### src/rtl/tscc_pkg.sv
// ----------------------------------------------------------------------------
// tscc_pkg
// Types, codes and constants shared by the three-stage charge controller.
// ----------------------------------------------------------------------------
package tscc_pkg;

   localparam int CMD_W     = 2;
   localparam int READING_W = 10;
   localparam int SECONDS_W = 16;
   localparam int TICK_W    = 8;
   localparam int PHASE_W   = 3;
   localparam int CSR_IDX_W = 3;
   localparam int CSR_DATA_W = 16;

   typedef enum logic [CMD_W-1:0] {
      CMD_SAMPLE     = 2'd0,
      CMD_TICK       = 2'd1,
      CMD_DISCONNECT = 2'd2,
      CMD_START      = 2'd3
   } cmd_type;

   // Internal phase register, one-hot
   typedef enum logic [6:0] {
      PH_IDLE       = 7'b000_0001,
      PH_BULK       = 7'b000_0010,
      PH_ABSORB     = 7'b000_0100,
      PH_FLOAT      = 7'b000_1000,
      PH_COMPLETE   = 7'b001_0000,
      PH_ALARM      = 7'b010_0000,
      PH_DISCONNECT = 7'b100_0000
   } phase_type;

   // Phase codes as shown on the result word
   localparam logic [PHASE_W-1:0] PHASE_CODE_IDLE       = 3'd0;
   localparam logic [PHASE_W-1:0] PHASE_CODE_BULK       = 3'd1;
   localparam logic [PHASE_W-1:0] PHASE_CODE_ABSORB     = 3'd2;
   localparam logic [PHASE_W-1:0] PHASE_CODE_FLOAT      = 3'd3;
   localparam logic [PHASE_W-1:0] PHASE_CODE_COMPLETE   = 3'd4;
   localparam logic [PHASE_W-1:0] PHASE_CODE_ALARM      = 3'd5;
   localparam logic [PHASE_W-1:0] PHASE_CODE_DISCONNECT = 3'd6;

   // Register indexes on the csr port
   localparam logic [CSR_IDX_W-1:0] CSR_TRICKLE_MODE      = 3'd0;
   localparam logic [CSR_IDX_W-1:0] CSR_ABSORB_VOLT_LEVEL = 3'd1;
   localparam logic [CSR_IDX_W-1:0] CSR_OVERVOLT_LEVEL    = 3'd2;
   localparam logic [CSR_IDX_W-1:0] CSR_OVERTEMP_LEVEL    = 3'd3;
   localparam logic [CSR_IDX_W-1:0] CSR_ABSORB_SECONDS    = 3'd4;
   localparam logic [CSR_IDX_W-1:0] CSR_FLOAT_SECONDS     = 3'd5;
   localparam logic [CSR_IDX_W-1:0] CSR_TICKS_PER_SECOND  = 3'd6;

   localparam logic [READING_W-1:0] RST_ABSORB_VOLT_LEVEL = 10'd983;
   localparam logic [READING_W-1:0] RST_OVERVOLT_LEVEL    = 10'd989;
   localparam logic [READING_W-1:0] RST_OVERTEMP_LEVEL    = 10'd92;
   localparam logic [SECONDS_W-1:0] RST_ABSORB_SECONDS    = 16'd30;
   localparam logic [SECONDS_W-1:0] RST_FLOAT_SECONDS     = 16'd5;
   localparam logic [TICK_W-1:0]    RST_TICKS_PER_SECOND  = 8'd63;

   typedef struct packed {
      logic                 trickle_mode;
      logic [READING_W-1:0] absorb_volt_level;
      logic [READING_W-1:0] overvolt_level;
      logic [READING_W-1:0] overtemp_level;
      logic [SECONDS_W-1:0] absorb_seconds;
      logic [SECONDS_W-1:0] float_seconds;
      logic [TICK_W-1:0]    ticks_per_second;
   } cfg_type;

   typedef struct packed {
      logic [PHASE_W-1:0] phase;
      logic               charger_on;
      logic               alarm_led;
      logic               complete_led;
      logic               over_temp;
   } status_type;

   function automatic logic [PHASE_W-1:0] phase_code(input phase_type ph);
      logic [PHASE_W-1:0] code;
      unique case (ph)
         PH_IDLE:       code = PHASE_CODE_IDLE;
         PH_BULK:       code = PHASE_CODE_BULK;
         PH_ABSORB:     code = PHASE_CODE_ABSORB;
         PH_FLOAT:      code = PHASE_CODE_FLOAT;
         PH_COMPLETE:   code = PHASE_CODE_COMPLETE;
         PH_ALARM:      code = PHASE_CODE_ALARM;
         PH_DISCONNECT: code = PHASE_CODE_DISCONNECT;
         default:       code = PHASE_CODE_IDLE;
      endcase
      return code;
   endfunction

   function automatic logic [SECONDS_W-1:0] sat_inc(input logic [SECONDS_W-1:0] v);
      return (v == {SECONDS_W{1'b1}}) ? v : v + SECONDS_W'(1);
   endfunction

endpackage

### src/rtl/tscc_if.sv
// ----------------------------------------------------------------------------
// tscc_req_if / tscc_rsp_if
// Valid/ready channels carrying request and response words.
// ----------------------------------------------------------------------------
interface tscc_req_if import tscc_pkg::*; ();
   logic                 valid;
   logic                 ready;
   logic [CMD_W-1:0]     cmd;
   logic [READING_W-1:0] volt_reading;
   logic [READING_W-1:0] temp_reading;

   modport source (output valid, input ready, output cmd, output volt_reading,
                   output temp_reading);
   modport sink   (input valid, output ready, input cmd, input volt_reading,
                   input temp_reading);
endinterface

interface tscc_rsp_if import tscc_pkg::*; ();
   logic               valid;
   logic               ready;
   logic [PHASE_W-1:0] phase;
   logic               charger_on;
   logic               alarm_led;
   logic               complete_led;
   logic               over_temp;

   modport source (output valid, input ready, output phase, output charger_on,
                   output alarm_led, output complete_led, output over_temp);
   modport sink   (input valid, output ready, input phase, input charger_on,
                   input alarm_led, input complete_led, input over_temp);
endinterface

### src/rtl/tscc_seq.sv
// ----------------------------------------------------------------------------
// tscc_seq
// Charge phase sequencer: state registers and their per-word update.
// ----------------------------------------------------------------------------
module tscc_seq import tscc_pkg::*; (
   input  logic                 clock,
   input  logic                 reset,
   input  logic                 step_en,
   input  logic [CMD_W-1:0]     cmd,
   input  logic [READING_W-1:0] volt_reading,
   input  logic [READING_W-1:0] temp_reading,
   input  cfg_type              cfg,
   output status_type           status_in
);

   phase_type            phase_ff, phase_in;
   logic [TICK_W-1:0]    tick_count_ff, tick_count_in;
   logic                 second_pending_ff, second_pending_in;
   logic                 disconnect_pending_ff, disconnect_pending_in;
   logic [SECONDS_W-1:0] absorb_count_ff, absorb_count_in;
   logic [SECONDS_W-1:0] float_count_ff, float_count_in;
   logic                 relay_ff, relay_in;
   logic                 alarm_ff, alarm_in;
   logic                 done_ff, done_in;
   logic                 temp_flag_ff, temp_flag_in;

   logic                 over_volt;
   logic                 over_temp;
   logic [TICK_W-1:0]    tick_inc;
   logic [SECONDS_W-1:0] absorb_inc;
   logic [SECONDS_W-1:0] float_inc;

   assign over_volt  = volt_reading >= cfg.overvolt_level;
   assign over_temp  = temp_reading >= cfg.overtemp_level;
   assign tick_inc   = tick_count_ff + TICK_W'(1);
   assign absorb_inc = sat_inc(absorb_count_ff);
   assign float_inc  = sat_inc(float_count_ff);

   always_comb begin
      phase_in              = phase_ff;
      tick_count_in         = tick_count_ff;
      second_pending_in     = second_pending_ff;
      disconnect_pending_in = disconnect_pending_ff;
      absorb_count_in       = absorb_count_ff;
      float_count_in        = float_count_ff;
      relay_in              = relay_ff;
      alarm_in              = alarm_ff;
      done_in               = done_ff;
      temp_flag_in          = temp_flag_ff;

      if (step_en) begin
         unique case (cmd_type'(cmd))
            CMD_SAMPLE: begin
               temp_flag_in = over_temp;
               if (disconnect_pending_ff) begin
                  disconnect_pending_in = 1'b0;
                  phase_in              = PH_DISCONNECT;
                  relay_in              = 1'b0;
                  alarm_in              = 1'b1;
               end
               if ((phase_in == PH_BULK || phase_in == PH_ABSORB || phase_in == PH_FLOAT)
                   && (over_volt || over_temp)) begin
                  phase_in = PH_ALARM;
                  relay_in = 1'b0;
                  alarm_in = 1'b1;
               end
               unique case (phase_in)
                  PH_IDLE: relay_in = 1'b0;
                  PH_BULK: begin
                     if (volt_reading >= cfg.absorb_volt_level) begin
                        phase_in        = PH_ABSORB;
                        absorb_count_in = '0;
                     end
                  end
                  PH_ABSORB: begin
                     if (second_pending_ff) begin
                        second_pending_in = 1'b0;
                        absorb_count_in   = absorb_inc;
                        if (absorb_inc >= cfg.absorb_seconds) begin
                           phase_in       = PH_FLOAT;
                           float_count_in = '0;
                        end
                     end
                  end
                  PH_FLOAT: begin
                     // trickle: marks are dropped, float never completes
                     if (cfg.trickle_mode) begin
                        second_pending_in = 1'b0;
                     end else if (second_pending_ff) begin
                        second_pending_in = 1'b0;
                        float_count_in    = float_inc;
                        if (float_inc >= cfg.float_seconds) begin
                           phase_in = PH_COMPLETE;
                           relay_in = 1'b0;
                           done_in  = 1'b1;
                        end
                     end
                  end
                  PH_ALARM: begin
                     if (!over_volt && !over_temp) begin
                        phase_in = PH_BULK;
                        relay_in = 1'b1;
                        alarm_in = 1'b0;
                     end
                  end
                  PH_COMPLETE, PH_DISCONNECT: begin
                  end
                  default: begin
                  end
               endcase
            end
            CMD_TICK: begin
               if (tick_inc >= cfg.ticks_per_second) begin
                  tick_count_in     = '0;
                  second_pending_in = 1'b1;
               end else begin
                  tick_count_in = tick_inc;
               end
            end
            CMD_DISCONNECT: disconnect_pending_in = 1'b1;
            CMD_START: begin
               if (phase_ff == PH_IDLE) begin
                  phase_in        = PH_BULK;
                  relay_in        = 1'b1;
                  absorb_count_in = '0;
                  float_count_in  = '0;
               end
            end
            default: begin
            end
         endcase
      end
   end

   always_ff @(posedge clock) begin
      if (reset) begin
         phase_ff              <= PH_IDLE;
         tick_count_ff         <= '0;
         second_pending_ff     <= 1'b0;
         disconnect_pending_ff <= 1'b0;
         absorb_count_ff       <= '0;
         float_count_ff        <= '0;
         relay_ff              <= 1'b0;
         alarm_ff              <= 1'b0;
         done_ff               <= 1'b0;
         temp_flag_ff          <= 1'b0;
      end else begin
         phase_ff              <= phase_in;
         tick_count_ff         <= tick_count_in;
         second_pending_ff     <= second_pending_in;
         disconnect_pending_ff <= disconnect_pending_in;
         absorb_count_ff       <= absorb_count_in;
         float_count_ff        <= float_count_in;
         relay_ff              <= relay_in;
         alarm_ff              <= alarm_in;
         done_ff               <= done_in;
         temp_flag_ff          <= temp_flag_in;
      end
   end

   assign status_in.phase        = phase_code(phase_in);
   assign status_in.charger_on   = relay_in;
   assign status_in.alarm_led    = alarm_in;
   assign status_in.complete_led = done_in;
   assign status_in.over_temp    = temp_flag_in;

endmodule

### src/rtl/three_stage_charge_controller_unit.sv
// ----------------------------------------------------------------------------
// three_stage_charge_controller_unit
// Bulk / absorption / float charge sequencer with alarm and disconnect.
// ----------------------------------------------------------------------------
// Takes one request word per clock while rsp_if is not stalled and returns
// exactly one response word per request, in order. A word passes an input
// register and then the result register, which drives the response word;
// the phase state updates once per word, which sets the rate at one word per
// cycle. Backpressure on rsp_if reaches req_if.ready in the same cycle. The
// user must write registers through the csr port only while no word is in
// flight; the block itself does not enforce this.
// ----------------------------------------------------------------------------
module three_stage_charge_controller_unit import tscc_pkg::*; (
   input  logic                  clock,
   input  logic                  reset,
   tscc_req_if.sink              req_if,
   tscc_rsp_if.source            rsp_if,
   input  logic                  csr_wr_en,
   input  logic [CSR_IDX_W-1:0]  csr_index,
   input  logic [CSR_DATA_W-1:0] csr_wr_data
);

   cfg_type              cfg_ff, cfg_in;

   logic                 s1_valid_ff, s1_valid_in;
   logic [CMD_W-1:0]     s1_cmd_ff;
   logic [READING_W-1:0] s1_volt_ff;
   logic [READING_W-1:0] s1_temp_ff;

   logic                 rsp_valid_ff, rsp_valid_in;
   status_type           rsp_ff;
   status_type           status_in;

   logic                 accept;
   logic                 advance;

   assign advance      = s1_valid_ff && (!rsp_valid_ff || rsp_if.ready);
   assign req_if.ready = !s1_valid_ff || advance;
   assign accept       = req_if.valid && req_if.ready;
   assign s1_valid_in  = accept || (s1_valid_ff && !advance);
   assign rsp_valid_in = advance || (rsp_valid_ff && !rsp_if.ready);

   always_comb begin
      cfg_in = cfg_ff;
      if (csr_wr_en) begin
         unique case (csr_index)
            CSR_TRICKLE_MODE:      cfg_in.trickle_mode      = csr_wr_data[0];
            CSR_ABSORB_VOLT_LEVEL: cfg_in.absorb_volt_level = csr_wr_data[READING_W-1:0];
            CSR_OVERVOLT_LEVEL:    cfg_in.overvolt_level    = csr_wr_data[READING_W-1:0];
            CSR_OVERTEMP_LEVEL:    cfg_in.overtemp_level    = csr_wr_data[READING_W-1:0];
            CSR_ABSORB_SECONDS:    cfg_in.absorb_seconds    = csr_wr_data[SECONDS_W-1:0];
            CSR_FLOAT_SECONDS:     cfg_in.float_seconds     = csr_wr_data[SECONDS_W-1:0];
            CSR_TICKS_PER_SECOND:  cfg_in.ticks_per_second  = csr_wr_data[TICK_W-1:0];
            default: begin
            end
         endcase
      end
   end

   always_ff @(posedge clock) begin
      if (reset) begin
         cfg_ff.trickle_mode      <= 1'b0;
         cfg_ff.absorb_volt_level <= RST_ABSORB_VOLT_LEVEL;
         cfg_ff.overvolt_level    <= RST_OVERVOLT_LEVEL;
         cfg_ff.overtemp_level    <= RST_OVERTEMP_LEVEL;
         cfg_ff.absorb_seconds    <= RST_ABSORB_SECONDS;
         cfg_ff.float_seconds     <= RST_FLOAT_SECONDS;
         cfg_ff.ticks_per_second  <= RST_TICKS_PER_SECOND;
         s1_valid_ff              <= 1'b0;
         rsp_valid_ff             <= 1'b0;
      end else begin
         cfg_ff       <= cfg_in;
         s1_valid_ff  <= s1_valid_in;
         rsp_valid_ff <= rsp_valid_in;
      end
   end

   always_ff @(posedge clock) begin
      if (accept) begin
         s1_cmd_ff  <= req_if.cmd;
         s1_volt_ff <= req_if.volt_reading;
         s1_temp_ff <= req_if.temp_reading;
      end
      if (advance) begin
         rsp_ff <= status_in;
      end
   end

   tscc_seq u_seq (
      .clock        (clock),
      .reset        (reset),
      .step_en      (advance),
      .cmd          (s1_cmd_ff),
      .volt_reading (s1_volt_ff),
      .temp_reading (s1_temp_ff),
      .cfg          (cfg_ff),
      .status_in    (status_in)
   );

   assign rsp_if.valid        = rsp_valid_ff;
   assign rsp_if.phase        = rsp_ff.phase;
   assign rsp_if.charger_on   = rsp_ff.charger_on;
   assign rsp_if.alarm_led    = rsp_ff.alarm_led;
   assign rsp_if.complete_led = rsp_ff.complete_led;
   assign rsp_if.over_temp    = rsp_ff.over_temp;

endmodule

### src/flat_wrapper.sv
// flat-port wrapper written by rule: the top's interface ports become plain ports
module three_stage_charge_controller_unit_flat import tscc_pkg::*;
  (clock, reset, csr_wr_en, csr_index, csr_wr_data, req_if_valid, req_if_ready, req_if_cmd, req_if_volt_reading, req_if_temp_reading, rsp_if_valid, rsp_if_ready, rsp_if_phase, rsp_if_charger_on, rsp_if_alarm_led, rsp_if_complete_led, rsp_if_over_temp);
  tscc_req_if req_if_i ();
  tscc_rsp_if rsp_if_i ();
  input  logic clock;
  input  logic reset;
  input  logic csr_wr_en;
  input  logic [CSR_IDX_W-1:0] csr_index;
  input  logic [CSR_DATA_W-1:0] csr_wr_data;
  input wire logic [$bits(req_if_i.valid)-1:0] req_if_valid;
  output wire logic [$bits(req_if_i.ready)-1:0] req_if_ready;
  input wire logic [$bits(req_if_i.cmd)-1:0] req_if_cmd;
  input wire logic [$bits(req_if_i.volt_reading)-1:0] req_if_volt_reading;
  input wire logic [$bits(req_if_i.temp_reading)-1:0] req_if_temp_reading;
  output wire logic [$bits(rsp_if_i.valid)-1:0] rsp_if_valid;
  input wire logic [$bits(rsp_if_i.ready)-1:0] rsp_if_ready;
  output wire logic [$bits(rsp_if_i.phase)-1:0] rsp_if_phase;
  output wire logic [$bits(rsp_if_i.charger_on)-1:0] rsp_if_charger_on;
  output wire logic [$bits(rsp_if_i.alarm_led)-1:0] rsp_if_alarm_led;
  output wire logic [$bits(rsp_if_i.complete_led)-1:0] rsp_if_complete_led;
  output wire logic [$bits(rsp_if_i.over_temp)-1:0] rsp_if_over_temp;
  assign req_if_i.valid = req_if_valid;
  assign req_if_ready = req_if_i.ready;
  assign req_if_i.cmd = req_if_cmd;
  assign req_if_i.volt_reading = req_if_volt_reading;
  assign req_if_i.temp_reading = req_if_temp_reading;
  assign rsp_if_valid = rsp_if_i.valid;
  assign rsp_if_i.ready = rsp_if_ready;
  assign rsp_if_phase = rsp_if_i.phase;
  assign rsp_if_charger_on = rsp_if_i.charger_on;
  assign rsp_if_alarm_led = rsp_if_i.alarm_led;
  assign rsp_if_complete_led = rsp_if_i.complete_led;
  assign rsp_if_over_temp = rsp_if_i.over_temp;
  three_stage_charge_controller_unit u_core (.clock(clock), .reset(reset), .req_if(req_if_i), .rsp_if(rsp_if_i), .csr_wr_en(csr_wr_en), .csr_index(csr_index), .csr_wr_data(csr_wr_data));
endmodule
### config.mk
export PLATFORM = sky130hd
export DESIGN_NAME = three_stage_charge_controller_unit_flat
export DESIGN_NICKNAME = d
export VERILOG_FILES = /design/src/rtl/tscc_pkg.sv /design/src/rtl/tscc_if.sv /design/src/rtl/tscc_seq.sv /design/src/rtl/three_stage_charge_controller_unit.sv /design/src/flat_wrapper.sv
export SDC_FILE = /design/constraint.sdc
export NUM_CORES = 1
export LEC_CHECK = 0
export BUFFER_PORTS_ARGS = -buffer_cell sky130_fd_sc_hd__buf_4
export CORE_ASPECT_RATIO = 1.4
export CORE_MARGIN = 8
export CORE_UTILIZATION = 40
export CTS_CLUSTER_SIZE = 30
export DETAILED_ROUTE_END_ITERATION = 8
export PLACE_DENSITY = 0.56
export SLEW_MARGIN = 5
export SYNTH_ARGS = -nofsm -noshare
export SYNTH_HDL_FRONTEND = slang
export SYNTH_HIERARCHICAL = 1
export SYNTH_SLANG_ARGS = --single-unit
### constraint.sdc
create_clock -name clock -period 4.63 [get_ports clock]
set_clock_uncertainty 0.15 [all_clocks]
set_input_delay 0.463 -clock clock [delete_from_list [all_inputs] [get_ports clock]]
set_output_delay 0.463 -clock clock [all_outputs]
set_load 0.02 [all_outputs]
Word level (Yosys, flattened, before mapping)
Index checks and enable logic that the tools add are counted.
Word-level totals
  memory bits (read-only): 0
  bits in writable memories: 0
  input port bits: 46
  memories: 0
  register bits after elaboration: 155
  latch bits: 0
  logic and storage cells: 169
Cells by class
  multipliers: 0
  add/subtract/negate cells: 3
  $lt $le $gt $ge: 6
  shifts and indexed selects: 0
  reductions and logical operators: 37
  mux-type cells: 60
  equal/unequal tests: 36
  divide/modulo/power cells: 0
  bitwise logic cells: 0
Operator list (number)
  $mux W16: 9
  $pmux W16 S2: 4
  $mux W7: 15
  $add A16 B1 Y16 const B: 2
  $eq A16 B16 Y1 const B: 2
  $ge A16 B16 Y1: 2
  $ge A10 B10 Y1: 3
  $pmux W7 S4: 1
  $mux W1: 24
  $eq A7 B2 Y1 const B: 3
  $eq A7 B3 Y1 const B: 3
  $eq A7 B4 Y1 const B: 3
  $pmux W3 S6: 1
  $reduce_and A2 Y1: 9
  $ne A3 B3 Y1 const B: 5
  $eq A7 B1 Y1 const B: 2
  $eq A7 B6 Y1 const B: 2
  $pmux W7 S2: 1
  $eq A3 B3 Y1 const B: 3
  $add A8 B1 Y8 const B: 1
  $ge A8 B8 Y1: 1
  $mux W8: 1
  $reduce_and A8 Y1: 1
  $eq A7 B5 Y1 const B: 1
  18 further kinds: 43

Depth between registers and ports, before layout
  word-level depth: 19
  depth in mapped cells: 22
  gate-level depth less buffers: 19

Cells and area by module
Netlist, hierarchy kept.
Modules (own cells, without submodules)
  tscc_seq: cells each 724, area an instance 5327.6 um2, times used 1
  three_stage_charge_controller_unit: cells each 306, area an instance 3792.4 um2, times used 1

Worst setup path before layout
Ideal clock, no wire load.
  path type: flip-flop to flip-flop
  from: reg u_core.u_seq.absorb_count_ff[3]
  to: reg u_core.rsp_ff, in the netlist u_core/rsp_if.phase[1] (data pin)
  slack: 0.380 ns
  path buffers: 3
  setup time: 0.174 ns
  arrival: 3.925 ns
  required time: 4.306 ns
  cell stages (with the launch flop): 23
  cell sequence: dfxtp_1 -> buf_4 -> nand4_1 -> nor2_1 -> nand3_1 -> or4_4 -> or3_1 -> buf_2 -> nand3_2 -> nor3_1 -> xor2_1 -> ha_1 -> nand4_1 -> nor3_1 -> or3_1 -> a211oi_2 -> o21ai_0 -> inv_1 -> o311ai_1 -> and3_1 -> buf_6 -> nand3b_1 -> a311oi_1
RTL lines
  from (decl): RTL line tscc_seq.sv:20  | logic [SECONDS_W-1:0] absorb_count_ff, absorb_count_in;
  from (signal assigned): RTL line tscc_seq.sv:152  | absorb_count_ff <= absorb_count_in;
  to (signal assigned): RTL line three_stage_charge_controller_unit.sv:85  | rsp_ff <= status_in;
  to (decl): RTL line three_stage_charge_controller_unit.sv:31  | status_type rsp_ff;

==> qor.yml <==
outcome:
  status: "finished, final reports clean"
power_and_ir_drop:
  power.total_mw: 3.10
  power_density_mw_per_mm2: 294
  leakagePower_nw: 4.65
  max-vdd-ir-drop_mv: 0.249
timing:
  tightest_slew_ns: 1.08
  worst_slew_margin_rel_pct: 28.0
  finalMaxSlewViolations: 0
  fmax_ghz: 0.220
  finalSetupViolations: 0
  timing_hold_violations_final: 0
  grt_setup_unrepaired: "true"
  worst_hold_slack_ns: 0.0571
  timing.final.crit_share_pct: 98.4
  timing.final.crit_period_ns: 4.55
global_routing:
  grt_pass1_vias: 7135
  overall_global_routing_usage_pct: 16.2
  grt_pass1_wl_mm: 36.1
  grt_overflow: 0
  antenna_found_initial: 0
  pin_count_of_the_biggest_net_entering_global_routing: 91
setup_path:
  worst_ep_required_time_ns: 4.74
  critical_path.reg2reg.startpoint: "u_core/u_seq/absorb_count_ff[5]$_SDFFE_PP0P_"
  crit_path_max_incr_delay_ns: 0.58
  cp_common_cell: "buf_4"
  startpoint_type: "flop"
  critical_path_peak_fanout: 7
  path_cells: "nand4_1 > nor2_2 > nand3_2 > or4_4 > or3_4 > nand3_4 > buf_4 > nor2_1 > xor2_1 > ha_2 > a21oi_2 > nor3_1 > or3_1 > a211oi_2 > buf_4 > o32ai_4 > a32oi_4 > nand3b_1 > a311oi_2"
  cp_num_buf_inv: 2
  critPathArrivalTime_ns: 4.66
  worstSetupEndpointType: "flop"
  critical_path.slowest_cell: "or4_4"
  crit_family: "simple AND/OR/NAND/NOR gates"
  worst_setup_path_startpoint: "u_core/u_seq/absorb_count_ff[5]$_SDFFE_PP0P_"
  timing.setup.critical_path_class: "flop to flop"
clock_tree:
  root_buffer: "clkbuf_16"
  maximum_number_of_buffers_from_clock_root_to_sink: 2
  tritoncts: "built"
  clk-insertion-delay-late_ns: 0.43
  htreeDepth: 4
  numClockSinks: 155
  cts.reportedPaths.clkPinSlew_ns: 0.06
  cts_made_buffers: 17
place:
  dp_cells: 1357
  place_congestion: 0.878
  post-dp-hpwl_mm: 16.3
  placement.io_buffers: 54
floorplan:
  placementRows: 65
  die_area_sq_mm: 0.0280
  die-height_um: 195
  floorplan.initialDensity_pct: 40.6
  horizontal_die_dimension_um: 144
  core-area_sq_mm: 0.0224
  floorplan.io_pins: 55
logic_synthesis:
  syn_inst: 1030
  yosysTopAreaCell: "dfxtp_1"
  syn-mean-instance-area_sq_um: 8.85
  ys.flop_type: "dfxtp_1"
  synth_largest_type_area_fraction_pct: 27.7
  synthArstFlopShare_pct: 0
  synthesis.area_sq_mm: 0.00912
  post_synth_num_cell_types: 76
  synth.yosys.seq_area_share_pct: 37.2
  yosysMostFrequentCell: "dfxtp_1"
  synth-seq-cells: 155
  yosys_warnings: 6
  postSynthNetCount: 1153
  synth_top_cells_by_count: "dfxtp_1 (126), nor2_1 (111), inv_1 (82)"
  synth_enable_flop_cells: 29
  netlist_top_cells_area: "dfxtp_1 (28%), ha_1 (11%), edfxtp_1 (9.5%), mux2i_1 (7.8%), nor2_1 (4.6%)"
worst_hold_path:
  hold_path_class: "input port to flop"
  holdCritStartpoint: "req_if_temp_reading[8]"
layout:
  post_route_cells_drive_above_1_share_pct: 14.6
  final-instance-count-excl-fill: 1395
  area_growth_pct: 15.7
  final_net_count: 1204
  antennaDiodeCount: 0
route:
  vias: 7240
  antenna_left: 0
  drtPass1Iterations: 5
  drt_iter0_markers: 433
  postRouteWirelength_mm: 22.2
  route.detailed.wl_per_inst_um: 15.9
  remaining_drc_errors: 0
  vias_per_cell: 5.19
flow_run:
  timing.max_cap.violations: 0
-- cells by family (layout without fill, tap and decap cells) --
logic type	after synthesis	in the layout	synth area share, %
AO/OA/AOI/OAI	180	180	12.2
XOR/XNOR	30	30	2.88
adder cells (fa/ha/maj)	77	77	10.6
buffers and inverters	128	192	6.23
flip-flops	155	155	37.2
multiplexers	73	73	8.04
AND/OR/NAND/NOR	387	387	22.9
-- cell usage in the layout (no fill, tap or decap), types with 29 or more instances in the layout --
cell,count
inv_1,82
nand3_1,34
mux2i_1,71
buf_4,76
nand2_1,64
nor2_1,106
ha_1,76
edfxtp_1,29
nand2b_1,65
dfxtp_1,123
a21oi_1,76
o21ai_0,35
-- per-stage QoR --
| stage | setup WS [ns] | utilization, % | cell area [sq um] | TNS (ns) |
|---|---|---|---|---|
| after floorplan | 0.380 | - | 9120 | 0 |
| after CTS | 0.0553 | 46.3 | 10400 | 0 |
| final | 0.0764 | 47.0 | 10600 | 0 |
| after global routing | -0.134 | 47.0 | 10600 | -0.313 |
| after global placement | 0.150 | 43.6 | 9790 | 0 |
| after detailed placement | 0.0808 | 43.6 | 9790 | 0 |
-- path summary, 6_finish.rpt --
check / endpoint / slack (ns) / cells past startpoint
setup / recovery: u_core/rsp_if.phase[1]$_DFFE_PP_ / 0.08 / 19
hold / removal: u_core/s1_temp_ff[8]$_DFFE_PP_ / 0.06 / 1
setup reg to reg: u_core/rsp_if.phase[1]$_DFFE_PP_ / 0.08 / 19
hold reg to reg: u_core/u_seq/absorb_count_ff[7]$_SDFFE_PP0P_ / 0.30 / 2
-- final cells by class --
class,instances,area (sq um)
timing repair buffer,77,591
tap,301,377
fill,2240,11900
inverter,83,312
sequential,155,3400
clock inverter,11,139
multi-input combinational,747,5270
clock buffer,21,460
-- where the power goes --
group | total, mW | internal, mW | switching, mW
clock | 1.43 | 0.875 | 0.558
sequential | 1.43 | 1.41 | 0.0195
combinational | 0.242 | 0.100 | 0.142
total | 3.10 | 2.38 | 0.719
-- metal layers --
| layer | share of wire, % | global-route usage [%] |
|---|---|---|
| met3 | 2.6 | 3.09 |
| met1 | 46 | 19.7 |
| met4 | 1.4 | 5.63 |
| met2 | 50 | 27.9 |
| met5 | 0 | 0 |
-- sequential cells by signal, indices dropped and copies added (netlist names), 2 cells and up --
register and cells:
u_core/cfg_ff 71, u_core/u_seq/absorb_count_ff 16, u_core/u_seq/float_count_ff 16, u_core/s1_temp_ff 10, u_core/s1_volt_ff 10, u_core/u_seq/tick_count_ff 8
u_core/u_seq/phase_ff 7, u_core/rsp_if.phase 3, u_core/s1_cmd_ff 2
-- repair_timing --
| item | in CTS | in global routing |
|---|---|---|
| hold buffers | 0 | 0 |
| setup buffers | 0 | 6 |
| setup endpoints to repair | 0 | 16 |
| gates resized for setup | 0 | 28 |
-- worst reg2reg max path: cells and delay by family, from the launching register on --
kind	cells	cell delay [ns]
AOI/OAI and AO/OA	5	1.11
xor gates and xnor gates	1	0.15
adders and majority gates	1	0.19
buffers and inverters	2	0.31
DFF	1	0.34
and+or+nand+nor	10	2.12
Note: power is estimated with default switching activity, not from simulation.
